**src/rtl/vchl_pkg.sv**
```systemverilog
`default_nettype none
package vchl_pkg;

    localparam logic [1:0] OP_SET   = 2'd0;
    localparam logic [1:0] OP_UPPER = 2'd1;
    localparam logic [1:0] OP_LOWER = 2'd2;

    localparam logic [1:0] REG_SIZE_X = 2'd0;
    localparam logic [1:0] REG_SIZE_Y = 2'd1;
    localparam logic [1:0] REG_SIZE_Z = 2'd2;
    localparam logic [1:0] REG_BASE   = 2'd3;

    // numerator / divisor width of the cell mapping, limit sum width
    localparam int NUM_W = 42;
    localparam int LIM_W = 40;

    typedef struct packed {
        logic [1:0]  op;
        logic [3:0]  cell_x;
        logic [3:0]  cell_y;
        logic [3:0]  cell_z;
        logic        occupied;
        logic [31:0] pos_x;
        logic [31:0] pos_y;
        logic [31:0] pos_z;
        logic        set_ok;
    } vchl_cmd_t;

    typedef struct packed {
        logic clearing;
    } vchl_status_t;

endpackage
`default_nettype wire

```
**src/rtl/vchl_front.sv**
```systemverilog
`default_nettype none
module vchl_front
    import vchl_pkg::*;
#(
    parameter int GRID_WIDTH  = 16,
    parameter int GRID_HEIGHT = 16,
    parameter int GRID_DEPTH  = 16
)
(
    input  wire logic         clk,
    input  wire logic         rst_n,
    input  wire logic         in_valid,
    output logic              in_ready,
    input  wire logic [1:0]   op,
    input  wire logic [3:0]   cell_x,
    input  wire logic [3:0]   cell_y,
    input  wire logic [3:0]   cell_z,
    input  wire logic         occupied,
    input  wire logic [31:0]  pos_x,
    input  wire logic [31:0]  pos_y,
    input  wire logic [31:0]  pos_z,
    input  wire vchl_status_t status,
    output logic              push_valid,
    input  wire logic         push_ready,
    output vchl_cmd_t         push_cmd
);

    logic      hold_valid_reg;
    vchl_cmd_t cmd_reg;
    vchl_cmd_t cmd_next;

    assign in_ready   = !status.clearing && (!hold_valid_reg || push_ready);
    assign push_valid = hold_valid_reg;
    assign push_cmd   = cmd_reg;

    always_comb
    begin
        cmd_next.op       = op;
        cmd_next.cell_x   = cell_x;
        cmd_next.cell_y   = cell_y;
        cmd_next.cell_z   = cell_z;
        cmd_next.occupied = occupied;
        cmd_next.pos_x    = pos_x;
        cmd_next.pos_y    = pos_y;
        cmd_next.pos_z    = pos_z;
        cmd_next.set_ok   = (32'(cell_x) < GRID_WIDTH) && (32'(cell_y) < GRID_HEIGHT)
                            && (32'(cell_z) < GRID_DEPTH);
    end

    always_ff @(posedge clk or negedge rst_n)
    begin
        if (!rst_n)
        begin
            hold_valid_reg <= 1'b0;
        end
        else if (in_valid && in_ready)
        begin
            hold_valid_reg <= 1'b1;
        end
        else if (push_ready)
        begin
            hold_valid_reg <= 1'b0;
        end
    end

    always_ff @(posedge clk)
    begin
        if (in_valid && in_ready)
        begin
            cmd_reg <= cmd_next;
        end
    end

endmodule
`default_nettype wire

```
**config.mk**
```make
export PLATFORM = sky130hd
export DESIGN_NAME = vchl_front
export DESIGN_NICKNAME = d
export VERILOG_FILES = /design/src/rtl/vchl_pkg.sv /design/src/rtl/vchl_front.sv
export SDC_FILE = /design/constraint.sdc
export NUM_CORES = 1
export LEC_CHECK = 0
export BUFFER_PORTS_ARGS = -buffer_cell sky130_fd_sc_hd__buf_2
export CORE_MARGIN = 2
export CORE_UTILIZATION = 41
export DETAILED_ROUTE_END_ITERATION = 10
export PLACE_DENSITY = 0.79
export SLEW_MARGIN = 20
export SYNTH_ARGS = -nofsm -noshare
export SYNTH_HDL_FRONTEND = slang
export SYNTH_SLANG_ARGS = --single-unit
```
**constraint.sdc**
```tcl
create_clock -name clk -period 6.9 [get_ports clk]
set_clock_uncertainty 0.05 [all_clocks]
set_input_delay 0.69 -clock clk [delete_from_list [all_inputs] [get_ports clk]]
set_output_delay 0.69 -clock clk [all_outputs]
set_load 0.005 [all_outputs]
```
==> reports/metrics.csv <==
stage,metric,value,unit
run_status,outcome,"finished, final reports clean",
worst_setup_path,arrival,2.26,ns
sta,layout_min_cycle_time,2.310,ns
clocking,insertion_delay,0.36,ns
global_route,grt_pass1_wl,10180,um
hold_path,hold_path_class,in2async,
global_route,grt_max_degree,66,
logic_synthesis,synth_top_area_share,97.94,%
clocking,cts_hold_buf,0,
clocking,cts_buffer_depth,2,
layout,diodes,0,
drt,wl_per_cell,16.26,um
clocking,ctsHtreeMaxLevel,3,
clocking,clkTransAtPathRegs,0.10,ns
sta,max_slew.worst_pin.slew,0.7952,ns
drt,viasPerCell,4.365,
die,die_w,95.11,um
clocking,cts_root_buffer,clkbuf_8,
power_and_ir_drop,power_density,253.3,nW/um^2
layout,syn_to_final_growth,44.12,%
sta,clock.fmax,433.0,MHz
logic_synthesis,synth-edff-count,111,
clocking,cts_tree,done,
worst_setup_path,critPathLaunchType,input pin,
layout,drive_gt1_share,68.13,%
die,io_pins,230,
logic_synthesis,syn_area_per_cell,28.60,um^2
layout,fin_nets,475,
power_and_ir_drop,p_leak,2.082,nW
layout,regArea,3358,um^2
logic_synthesis,ys_seq_area_share,98.68,%
clocking,postCtsResizedCells,0,
clocking,cts_setup_buffers,0,
logic_synthesis,yosys-top-cells-area,"edfxtp_1 98%, dfrtp_1 0.74%, nor2b_4 0.40%",
global_route,grt-ovfl-total,0,
layout,multiInputGateArea,45.04,um^2
layout,fin_util,60.30,%
drt,detailedRoute.firstPassIterationCount,5,
sta,fin_tns_setup,0,ns
drt,drc_errors,0,
power_and_ir_drop,ir_worst_vdd,0.1142,mV
logic_synthesis,synth_common_cells,"111 x edfxtp_1, 2 x nand2b_1, 2 x nor2_1",
sta,drv_slew,0,
layout,fill_cells,666,
drt,ant_nets,0,
logic_synthesis,ys_ff_latch,112,
worst_setup_path,path_max_fanout,65,
place,place_hpwl,6008,um
layout,fin_area,4905,um^2
run,drv_cap,0,
logic_synthesis,synthesis.area,3403,um^2
global_route,grt_util_all_layers,15.98,%
die,die_height,95.11,um
global_route,grt_pass1_vias,1952,
place,port_buffers,228,
drt,vias,2047,
logic_synthesis,ys_types,7,
sta,rsz0062_at_grt,no,
die,start_util,41.84,%
clocking,numCtsBuffers,9,
worst_setup_path,required,6.85,ns
place,gp_congestion,0.7260,
sta,hold-worst-slack,0.02912,ns
global_route,grt_antenna_before_repair,0,
place,dpl_worst_slack,4.201,ns
sta,timing.slew.headroom,46.99,%
place,placed_cell_area,4711,um^2
worst_setup_path,critical_path_class,in2reg,
die,core-area,8134,um^2
logic_synthesis,yosys_warnings,0,
logic_synthesis,synth.most_common_cell,edfxtp_1,
sta,finalWorstSetupSlack,4.590,ns
sta,finalHoldViolations,0,
clocking,cts.sinks,112,
logic_synthesis,synthCells,119,
worst_setup_path,cp-end-kind,register,
logic_synthesis,synth_nets,235,
sta,fin_crit_sh,33.47,%
drt,drt_iter0_drc,65,
logic_synthesis,async_reset_ff_share,0.8929,%
logic_synthesis,synth_top_cell_by_area,edfxtp_1,
logic_synthesis,ys.flop_type,edfxtp_1,
die,row_count,33,
sta,setup_violations,0,
die,die_area,9045,um^2
drt,detail_route.wirelength,7628,um
## sequential cells by signal, summed over array words and instances, names as in the netlist
register / count
push_valid: 1
push_cmd: 111
## cells in the final DEF, fill, tap and decap left out
| master | count |
|---|---|
| buf_16 | 1 |
| buf_2 | 228 |
| buf_4 | 1 |
| clkbuf_8 | 9 |
| clkinv_2 | 1 |
| clkinv_4 | 1 |
| clkinv_8 | 1 |
| conb_1 | 1 |
| dfrtp_1 | 1 |
| edfxtp_1 | 111 |
| inv_6 | 2 |
| inv_8 | 2 |
| nand2b_1 | 2 |
| nor2_1 | 1 |
| nor2_4 | 1 |
| nor2b_4 | 1 |
## stage by stage
step,std cells,total power [mW]
floorplan,119,0.8263
global placement,452,0.8812
detailed placement,453,0.8883
CTS,469,1.255
global route,469,1.291
finish,469,1.242
## power by group
group          switching (mW)  internal, mW
combinational          0.0392        0.0427
sequential            0.00635         0.782
clock                   0.230         0.142
total                   0.275         0.967
## worst max-delay path: stages
cell	delay, ns
buf_2	0.10
nand2b_1	0.18
nor2_4	0.50
buf_4	0.73
## per-layer routing
| metal | GRT usage [%] | vias to the layer above | wire length (um) |
|---|---|---|---|
| li1 | - | 951 | - |
| met1 | 17.38 | 953 | 2651 |
| met2 | 27.88 | 129 | 4030 |
| met3 | 4.743 | 14 | 767 |
| met4 | 8.816 | 0 | 178 |
| met5 | 0 | - | 0 |
## path summary, 6_finish.rpt
| check | depth (start not counted) | from | end | slack [ns] |
|---|---|---|---|---|
| setup / recovery | 4 | status | push_cmd[8] | 4.59 |
| hold / removal | 1 | rst_n | push_valid | 0.03 |
| setup reg to reg | 3 | push_valid | push_cmd[8] | 4.68 |
| hold reg to reg | 2 | push_valid | push_valid | 0.63 |
| max in group asynchronous | 1 | rst_n | push_valid | 6.69 |
| min in group clk | 1 | cell_y[0] | push_cmd[102] | 0.43 |
## layout make-up
class / instances / share of cell area (%)
sequential: 112 / 68.47
timing repair buffer: 230 / 23.98
tap: 105 / 2.679
clock buffer: 9 / 2.526
clock inverter: 7 / 1.429
multi-input combinational: 6 / 0.9184
## kinds of logic after synthesis
kind of cell,Yosys count,synth area share [%]
flip-flops,112,98.68
other,1,0.1102
AND/OR/NAND/NOR,5,0.9926
buffers and inverters,1,0.2207
Note: power is estimated with default switching activity, not from simulation.
