--- src/rtl/vchl_pkg.sv ---
`default_nettype none
package vchl_pkg;

    localparam logic [1:0] OP_SET   = 2'd0;
    localparam logic [1:0] OP_UPPER = 2'd1;
    localparam logic [1:0] OP_LOWER = 2'd2;

    localparam logic [1:0] REG_SIZE_X = 2'd0;
    localparam logic [1:0] REG_SIZE_Y = 2'd1;
    localparam logic [1:0] REG_SIZE_Z = 2'd2;
    localparam logic [1:0] REG_BASE   = 2'd3;

    // numerator / divisor width of the cell mapping, limit sum width
    localparam int NUM_W = 42;
    localparam int LIM_W = 40;

    typedef struct packed {
        logic [1:0]  op;
        logic [3:0]  cell_x;
        logic [3:0]  cell_y;
        logic [3:0]  cell_z;
        logic        occupied;
        logic [31:0] pos_x;
        logic [31:0] pos_y;
        logic [31:0] pos_z;
        logic        set_ok;
    } vchl_cmd_t;

    typedef struct packed {
        logic clearing;
    } vchl_status_t;

endpackage
`default_nettype wire

--- src/rtl/vchl_queue.sv ---
`default_nettype none
module vchl_queue
    import vchl_pkg::*;
(
    input  wire logic      clk,
    input  wire logic      rst_n,
    input  wire logic      push_valid,
    output logic           push_ready,
    input  wire vchl_cmd_t push_cmd,
    output logic           pop_valid,
    input  wire logic      pop_ready,
    output vchl_cmd_t      pop_cmd
);

    vchl_cmd_t  entry_reg [2];
    logic       wr_ptr_reg;
    logic       rd_ptr_reg;
    logic [1:0] count_reg;
    logic       do_push;
    logic       do_pop;

    assign push_ready = (count_reg != 2'd2);
    assign pop_valid  = (count_reg != 2'd0);
    assign pop_cmd    = entry_reg[rd_ptr_reg];
    assign do_push    = push_valid && push_ready;
    assign do_pop     = pop_valid && pop_ready;

    always_ff @(posedge clk or negedge rst_n)
    begin
        if (!rst_n)
        begin
            wr_ptr_reg <= 1'b0;
            rd_ptr_reg <= 1'b0;
            count_reg  <= 2'd0;
        end
        else
        begin
            if (do_push)
            begin
                wr_ptr_reg <= !wr_ptr_reg;
            end
            if (do_pop)
            begin
                rd_ptr_reg <= !rd_ptr_reg;
            end
            if (do_push && !do_pop)
            begin
                count_reg <= count_reg + 2'd1;
            end
            else if (do_pop && !do_push)
            begin
                count_reg <= count_reg - 2'd1;
            end
        end
    end

    always_ff @(posedge clk)
    begin
        if (do_push)
        begin
            entry_reg[wr_ptr_reg] <= push_cmd;
        end
    end

endmodule
`default_nettype wire

--- config.mk ---
export PLATFORM = sky130hd
export DESIGN_NAME = vchl_queue
export DESIGN_NICKNAME = d
export VERILOG_FILES = /design/src/rtl/vchl_pkg.sv /design/src/rtl/vchl_queue.sv
export SDC_FILE = /design/constraint.sdc
export NUM_CORES = 1
export LEC_CHECK = 0
export ABC_AREA = 1
export BUFFER_PORTS_ARGS = -buffer_cell sky130_fd_sc_hd__buf_2
export CAP_MARGIN = 20
export CORE_UTILIZATION = 40
export DETAILED_ROUTE_END_ITERATION = 6
export PLACE_DENSITY = 0.62
export SYNTH_ARGS = -nofsm -noshare
export SYNTH_HDL_FRONTEND = slang
export SYNTH_SLANG_ARGS = --single-unit
--- constraint.sdc ---
create_clock -name clk -period 6.4 [get_ports clk]
set_input_delay 0 -clock clk [delete_from_list [all_inputs] [get_ports clk]]
set_output_delay 0 -clock clk [all_outputs]
set_load 0.02 [all_outputs]
==> summary.md, run 1 <==
| Metric | Value |
|---|---|
| Final ANT Viol Nets | 0 |
| Antenna violations before repair | 2 |
| Xor/xnor share of the synthesized area | 0.209% |
| Post-Syn Area | 0.00839 sq mm |
| DIE AREA | 0.0216 sq mm |
| Gp weighted congestion | 0.713 |
| Fin. max-slew vios | 0 |
| Design area | 0.0117 sq mm |
| Die width | 147 microns |
| Wire per inst | about 14 microns |
| RSZ-0062 raised after global routing | no |
| CORE AREA | 0.0204 sq mm |
| Setup_tns | 0 ns |
| Synth Instances | approximately 610 |
| Post-synth top area share | 80.1% |
| Starting density of the core | 41.1% |
| Slew headroom | a little over two fifths |
| CTS sink count | 228 |
| Lkg Pwr | 5.01 nW |
| Vias in the first global route | 5543 |
| Crit path kind | register to primary output |
| H-Tree Depth | 1 |
| Area contributors post-synth | edfxtp_1 80%, nand2_1 15%, buf_6 1.2% |
| Utilization after layout | 57.2% |
| Die Ht | 147 microns |
| Final hold vios | 0 |
| Minimum clock period | around 2.9 ns |
| Most common cell after layout, fill and taps aside | nand2_1 |
| Max FFs per register | 224 |
| Synth Area per Inst | 13.7 sq um |
| HP Class | primary input to register |
| Post-Syn Nets | 731 |
| Postcts setup bufs | 0 |
| Mux share of post-synthesis cell area | 0% |
| Simple-gate share of the synthesized area | approximately 16% |
| Crit path launch type | register |
| Leading area contributor after synthesis | edfxtp_1 |
| CP Capture Type | primary output |
| First-pass GRT wire length | ~27000 microns |
| FMAX | 345 MHz |
| CTS Buffer Depth | 3 |
| Initial drt markers | 219 |
| FP Rows | 52 |
| Total GRT Usage | ~16% |
| Io pins | 230 |
| Status | finished, final reports clean |
| Final clock skew | around 0.0051 ns |
| Inst Count DP | 1094 |
| Crit-path max FO | 73 |
| Clock-pin transition on the worst setup and hold timing paths | 0.06 ns |
| Layout Cells excl Fill | about 1300 |
| #FFs+latches synth | 228 |
| Power Density | roughly 450 mW/mm^2 |
| Drt first pass iters | 4 |
| Largest net degree at the start of global routing | 74 |
| Total gr overflow | 0 |
| CTS tree | built |
| Worst-margin pin slew | 0.871 ns |
| Clock root cell | clkbuf_16 |
| Area growth, synth to finish | 39.1% |
| PostCTS Resize Cnt | 0 |
| Vias | 5578 |
| Total of max-cap violations | 0 |
| Critical Path RT | between 6 and 7 ns |
| Largest family of logic cells by synthesized area | simple AND/OR/NAND/NOR gates |
| CTS Buf Count | 24 |
| Worst VDD drop | 261 uV |
| Count of final setup violators | 0 |
| Adder-Cell Fraction of Synth Area | less than 1% |
| DRC Markers | 0 |
| Compound-gate portion of the synthesized area | 0% |
| Share of cells above drive strength 1 | 27.9% |
| Final Cycle Share | 45.2% |
| Net count, final | 1083 |
| Commonest non-fill, non-tap cells in the layout | 346 x nand2_1, 229 x buf_2, 224 x edfxtp_1 |
| Port-buffer cells | approximately 230 |
| Pwr Total | 0.00529 W |
| DP HPWL | 10200 microns |
| Via density | approximately 4.4 |
| Clk_lat worst skew | 0.50 ns |
| Post-synthesis sequential area ratio | 81.3% |
| Ys Warns | 0 |
| Number of library cell types mapped by synthesis | 14 |
| Post-DP Area | 0.00976 sq mm |
| Crit path DAT | 2.90 ns |
| Routed WL | 17700 microns |
==> cell type report <==
type,count,area [sq um]
Sequential cell,228,6830
Multi-Input combinational cell,354,1370
Inverter,7,28.8
Clock inverter,13,114
Tap cell,270,338
Timing Repair Buffer,351,2350
Antenna cell,1,2.50
Fill cell,1666,8750
Clock buffer,30,644
==> through the flow <==
stage                     hold WS, ns  setup WS (ns)
after floorplan                -0.296          0.393
after global placement         -0.184           3.78
after detailed placement       -0.180           3.75
after CTS                       0.193           3.45
after global routing            0.208           3.27
final                           0.217           3.50
==> Yosys cell counts, drive strengths merged <==
| cell type | count |
|---|---|
| xor2 | 1 |
| nand2 | 346 |
| edfxtp | 224 |
| nor2 | 2 |
| ha | 1 |
| nand4 | 1 |
| dfrtp | 4 |
| inv | 7 |
| buf | 25 |
| xnor2 | 1 |
| nand3 | 2 |
==> worst max-delay path, cell delays in order (launching register included) <==
cell	delay (ns)
dfrtp_4	0.72
inv_4	0.44
buf_4	0.70
nand2_1	0.10
nand2_1	0.14
buf_2	0.18
==> path summary, 6_finish.rpt <==
check,from,endpoint,slack (ns),cells after the start
worst min-delay path,push_cmd[64],entry_reg[0][64],0.22,2
max in group asynchronous,rst_n,rd_ptr_reg,5.76,3
worst max-delay path,rd_ptr_reg,pop_cmd[65],3.50,5
worst min register to register,count_reg[0],count_reg[0],0.51,1
min in group asynchronous,rst_n,rd_ptr_reg,0.43,3
worst max register to register,count_reg[0],entry_reg[1][16],3.76,6
==> power by group <==
part	switching [W]	leakage, nW	internal (W)
Clock	0.000521	0.374	0.000791
Sequential	0.000126	2.13	0.00204
Combinational	0.00129	2.51	0.000522
==> routing by layer <==
| layer | vias up | wire [microns] | global-route usage, % | part of all wire [%] |
|---|---|---|---|---|
| met3 | 35 | 1160 | 4.01 | 6.6 |
| met1 | 2587 | 7250 | 19.6 | 41 |
| li1 | 2771 | - | - | - |
| met4 | 2 | 393 | 5.05 | 2.2 |
| met5 | - | 13 | 0 | 0.073 |
| met2 | 183 | 8890 | 28.9 | 50 |
==> cell families (layout without fill, tap and decap cells) <==
group                    Yosys count  count (layout)
other                              0               1
flip-flops                       228             228
buffers and inverters             32             401
XOR/XNOR                           2               2
adder cells (fa/ha/maj)            1               1
AND/OR/NAND/NOR                  351             351
==> repair_timing <==
action | CTS | global route
endpoints found under the setup margin | 0 | 0
hold endpoints to repair | 231 | 0
hold buffers | 116 | 0
No activity file was read; power rests on OpenSTA's default activity.
==> inputs of run 2 (changes only) <==
ABC_AREA = 0   (was 1)
PLACE_DENSITY = 0.64   (was 0.62)
clock period = 2.32 ns   (was 6.4 ns; I/O delays follow)
==> summary.md, run 2 <==
| Metric | Value |
|---|---|
| R2R Setup Slk | 0.58 ns (-3.18 ns) |
| Vias | 4621 (-17%) |
| Critical path destination | pop_cmd[13] |
| CTS Buf Count | 24 (unchanged) |
| Commonest non-fill, non-tap cells in the layout | 229 x buf_2, 224 x edfxtp_1, 116 x dlygate4sd3_1 |
| Io pins | 230 (unchanged) |
| Routed WL | 16300 microns (-7.9%) |
| Gr busiest metal | met2 |
| DRC Markers | 0 (unchanged) |
| FP Rows | 53 (+1.9%) |
| CP Capture Type | primary output |
| Post-DP Area | 0.0101 sq mm (+3.7%) |
| Count of final setup violators | 0 (unchanged) |
| CTS tree | built |
| Clock root cell | clkbuf_16 |
| Gp weighted congestion | 0.713 (about the same) |
| R2r worst-path depth | 4 (-2) |
| DP HPWL | 10500 microns (+2.5%) |
| Final ANT Viol Nets | 0 (unchanged) |
| Post-synthesis sequential area ratio | 79.7% (-1.7 points) |
| Worst R2R Start | count_reg[0] |
| Clock-pin transition on the worst setup and hold timing paths | 0.06 ns (about the same) |
| Slew headroom | 65.8% (+24 points) |
| CTS Buffer Depth | 3 (unchanged) |
| Ys async rst share | 1.75% (unchanged) |
| DIE AREA | 0.0220 sq mm (+2.1%) |
| Max FFs per register | 224 (unchanged) |
| Total of max-cap violations | 0 (unchanged) |
| Top_reg_cell synth | edfxtp_1 |
| Starting density of the core | 40.8% (-0.32 points) |
| GR met2 Demand/Resource | 27.0% (-1.9 points) |
| Final Cycle Share | 90.3% |
| CTS sink count | 228 (unchanged) |
| Net count, final | 851 (-21%) |
| Clk_lat worst skew | 0.51 ns (about the same) |
| Layout Cells excl Fill | 1027 (-18%) |
| Number of synthesized flops with an enable pin | 224 (unchanged) |
| Drt first pass iters | 4 (unchanged) |
| #FFs+latches synth | 228 (unchanged) |
| Minimum clock period | 2.09 ns |
| Status | finished, final reports clean |
| HP Class | primary input to register |
| Number of library cell types mapped by synthesis | 16 (+2) |
| Initial drt markers | 163 (-26%) |
| Ys Warns | 0 (unchanged) |
| Inst Count DP | 867 (-21%) |
| Final clock skew | 0.0190 ns (+0.0139 ns) |
| Post-Syn Area | 0.00857 sq mm (+2.1%) |
| Post-Syn Nets | 484 (-34%) |
| CORE AREA | 0.0210 sq mm (+2.9%) |
| FMAX | between 400 and 500 MHz |
| Area contributors post-synth | edfxtp_1 78%, mux2_4 12%, mux2_2 5.5% |
| First-pass GRT wire length | 25500 microns (-6.7%) |
| GR Util met3 | 4.23% (+0.23 points) |
| Dpl ws | 0.598 ns (-3.16 ns) |
| Power Density | 1230 mW/mm^2 (+170%) |
| Crit path launch type | register |
| Crit path kind | register to primary output |
| Wire per inst | 15.9 microns (+13%) |
| Crit-path max FO | 25 (-66%) |
| Fin. max-slew vios | 0 (unchanged) |
| Total GRT Usage | 14.9% (-1.4 points) |
| Top-count cell post-synth | edfxtp_1 |
| Post-synth top area share | 78.5% (-1.6 points) |
| Final hold vios | 0 (unchanged) |
| Die Ht | 148 microns (+1.0%) |
| Setup crit start | rd_ptr_reg |
| Synth Instances | 367 (-40%) |
| Critical Path RT | 2.32 ns (-4.08 ns) |
| Largest net degree at the start of global routing | 57 (-23%) |
| Worst VDD drop | 689 uV (+160%) |
| Synth Area per Inst | 23.4 sq um (+71%) |
| Die width | 148 microns (+1.0%) |
| Leading area contributor after synthesis | edfxtp_1 |
| Area growth, synth to finish | 40.9% |
| Most common cell after layout, fill and taps aside | buf_2 |
| Met1 usage | 16.8% (-2.8 points) |
| Via density | 4.50 (+1.2%) |
| Crit path DAT | 2.09 ns (-0.81 ns) |
| H-Tree Depth | 1 (unchanged) |
| Synth top cells by count | 224 x edfxtp_1, 70 x mux2_4, 42 x mux2_2 |
| Total gr overflow | 0 (unchanged) |
| Vias in the first global route | 5128 (-7.5%) |
| Design area | 0.0121 sq mm (+3.4%) |
| Port-buffer cells | 229 (unchanged) |
| Share of cells above drive strength 1 | 52.2% (+24 points) |
| Reg-to-reg endpoint | entry_reg[0][83] |
| RSZ-0062 raised after global routing | no |
| Worst-margin pin slew | 0.513 ns (-0.358 ns) |
| Final WS setup | 0.226 ns (-3.28 ns) |
| Min-Delay Path Depth | 2 (unchanged) |
| Lkg Pwr | 4.77 nW (-4.9%) |
| Antenna violations before repair | 1 (-1) |
==> run 2: cell types whose count changed after synthesis, sizes merged, moves of 2 or more <==
cell,previous run,this run
buf,25,13
inv,7,1
mux2,0,112
nand2,346,2
nand3,2,0
xnor2,1,3
==> run 2: cells by family (layout without fill, tap and decap cells) <==
family / Yosys count / after routing / synth area share, %
other: 0 / 1 / 0
flip-flops: 228 / 228 / 79.7
buffers and inverters: 14 / 398 / 1.50
multiplexers: 112 / 112 / 17.8
AND/OR/NAND/NOR: 7 / 7 / 0.394
XOR/XNOR: 5 / 5 / 0.511
adder cells (fa/ha/maj): 1 / 1 / 0.146
==> run 2: power breakdown <==
part	internal (W)	switching, W
combinational	0.00233	0.00281
clock	0.00228	0.00147
sequential	0.00563	0.000358
==> run 2: area by class of cell <==
type                            instances  area (sq um)
Inverter                                1          3.75
Sequential cell                       228          6830
Clock inverter                         17           159
Antenna cell                            1          2.50
Clock buffer                           26           629
Fill cell                            1574          8950
Tap cell                              275           344
Timing Repair Buffer                  354          2460
Multi-Input combinational cell        125          1640
==> run 2: critical path, cell delays in order (launching register included) <==
cell     delay, ns
dfrtp_4       0.76
buf_12        0.29
mux2_2        0.36
buf_2         0.17
==> run 2: worst min path at each step <==
stage | start | end | slack (ns)
after floorplan | rst_n | count_reg[0] | -0.30
after global placement | rst_n | count_reg[0] | -0.19
after detailed placement | rst_n | count_reg[1] | -0.19
after CTS | push_cmd[6] | entry_reg[1][6] | 0.19
after global routing | push_cmd[2] | entry_reg[1][2] | 0.20
final | push_cmd[105] | entry_reg[1][105] | 0.21
==> run 2: metrics by stage <==
| stage | setup TNS (ns) | util [%] | hold slack (ns) | power, W |
|---|---|---|---|---|
| 3_5_place_dp | 0 | 48.1 | -0.185 | 0.0111 |
| 4_1_cts | 0 | 57.4 | 0.186 | 0.0151 |
| 6_report | 0 | 57.4 | 0.210 | 0.0149 |
| 2_1_floorplan | -60.44 | - | -0.296 | 0.00965 |
| 3_3_place_gp | 0 | 48.1 | -0.192 | 0.0110 |
| 5_1_grt | 0 | 57.4 | 0.199 | 0.0155 |
==> run 2: timing repair <==
| item | CTS | global route |
|---|---|---|
| hold endpoints to repair | 239 | 0 |
| setup buffers | 0 | 0 |
| gates resized for setup | 0 | 0 |
| hold buffers | 116 | 0 |
==> run 2: per-layer routing <==
| layer | wire, microns | share of wire (%) |
|---|---|---|
| met1 | 6380 | 39 |
| met5 | 0 | 0 |
| met4 | 368 | 2.3 |
| met3 | 1180 | 7.2 |
| met2 | 8390 | 51 |
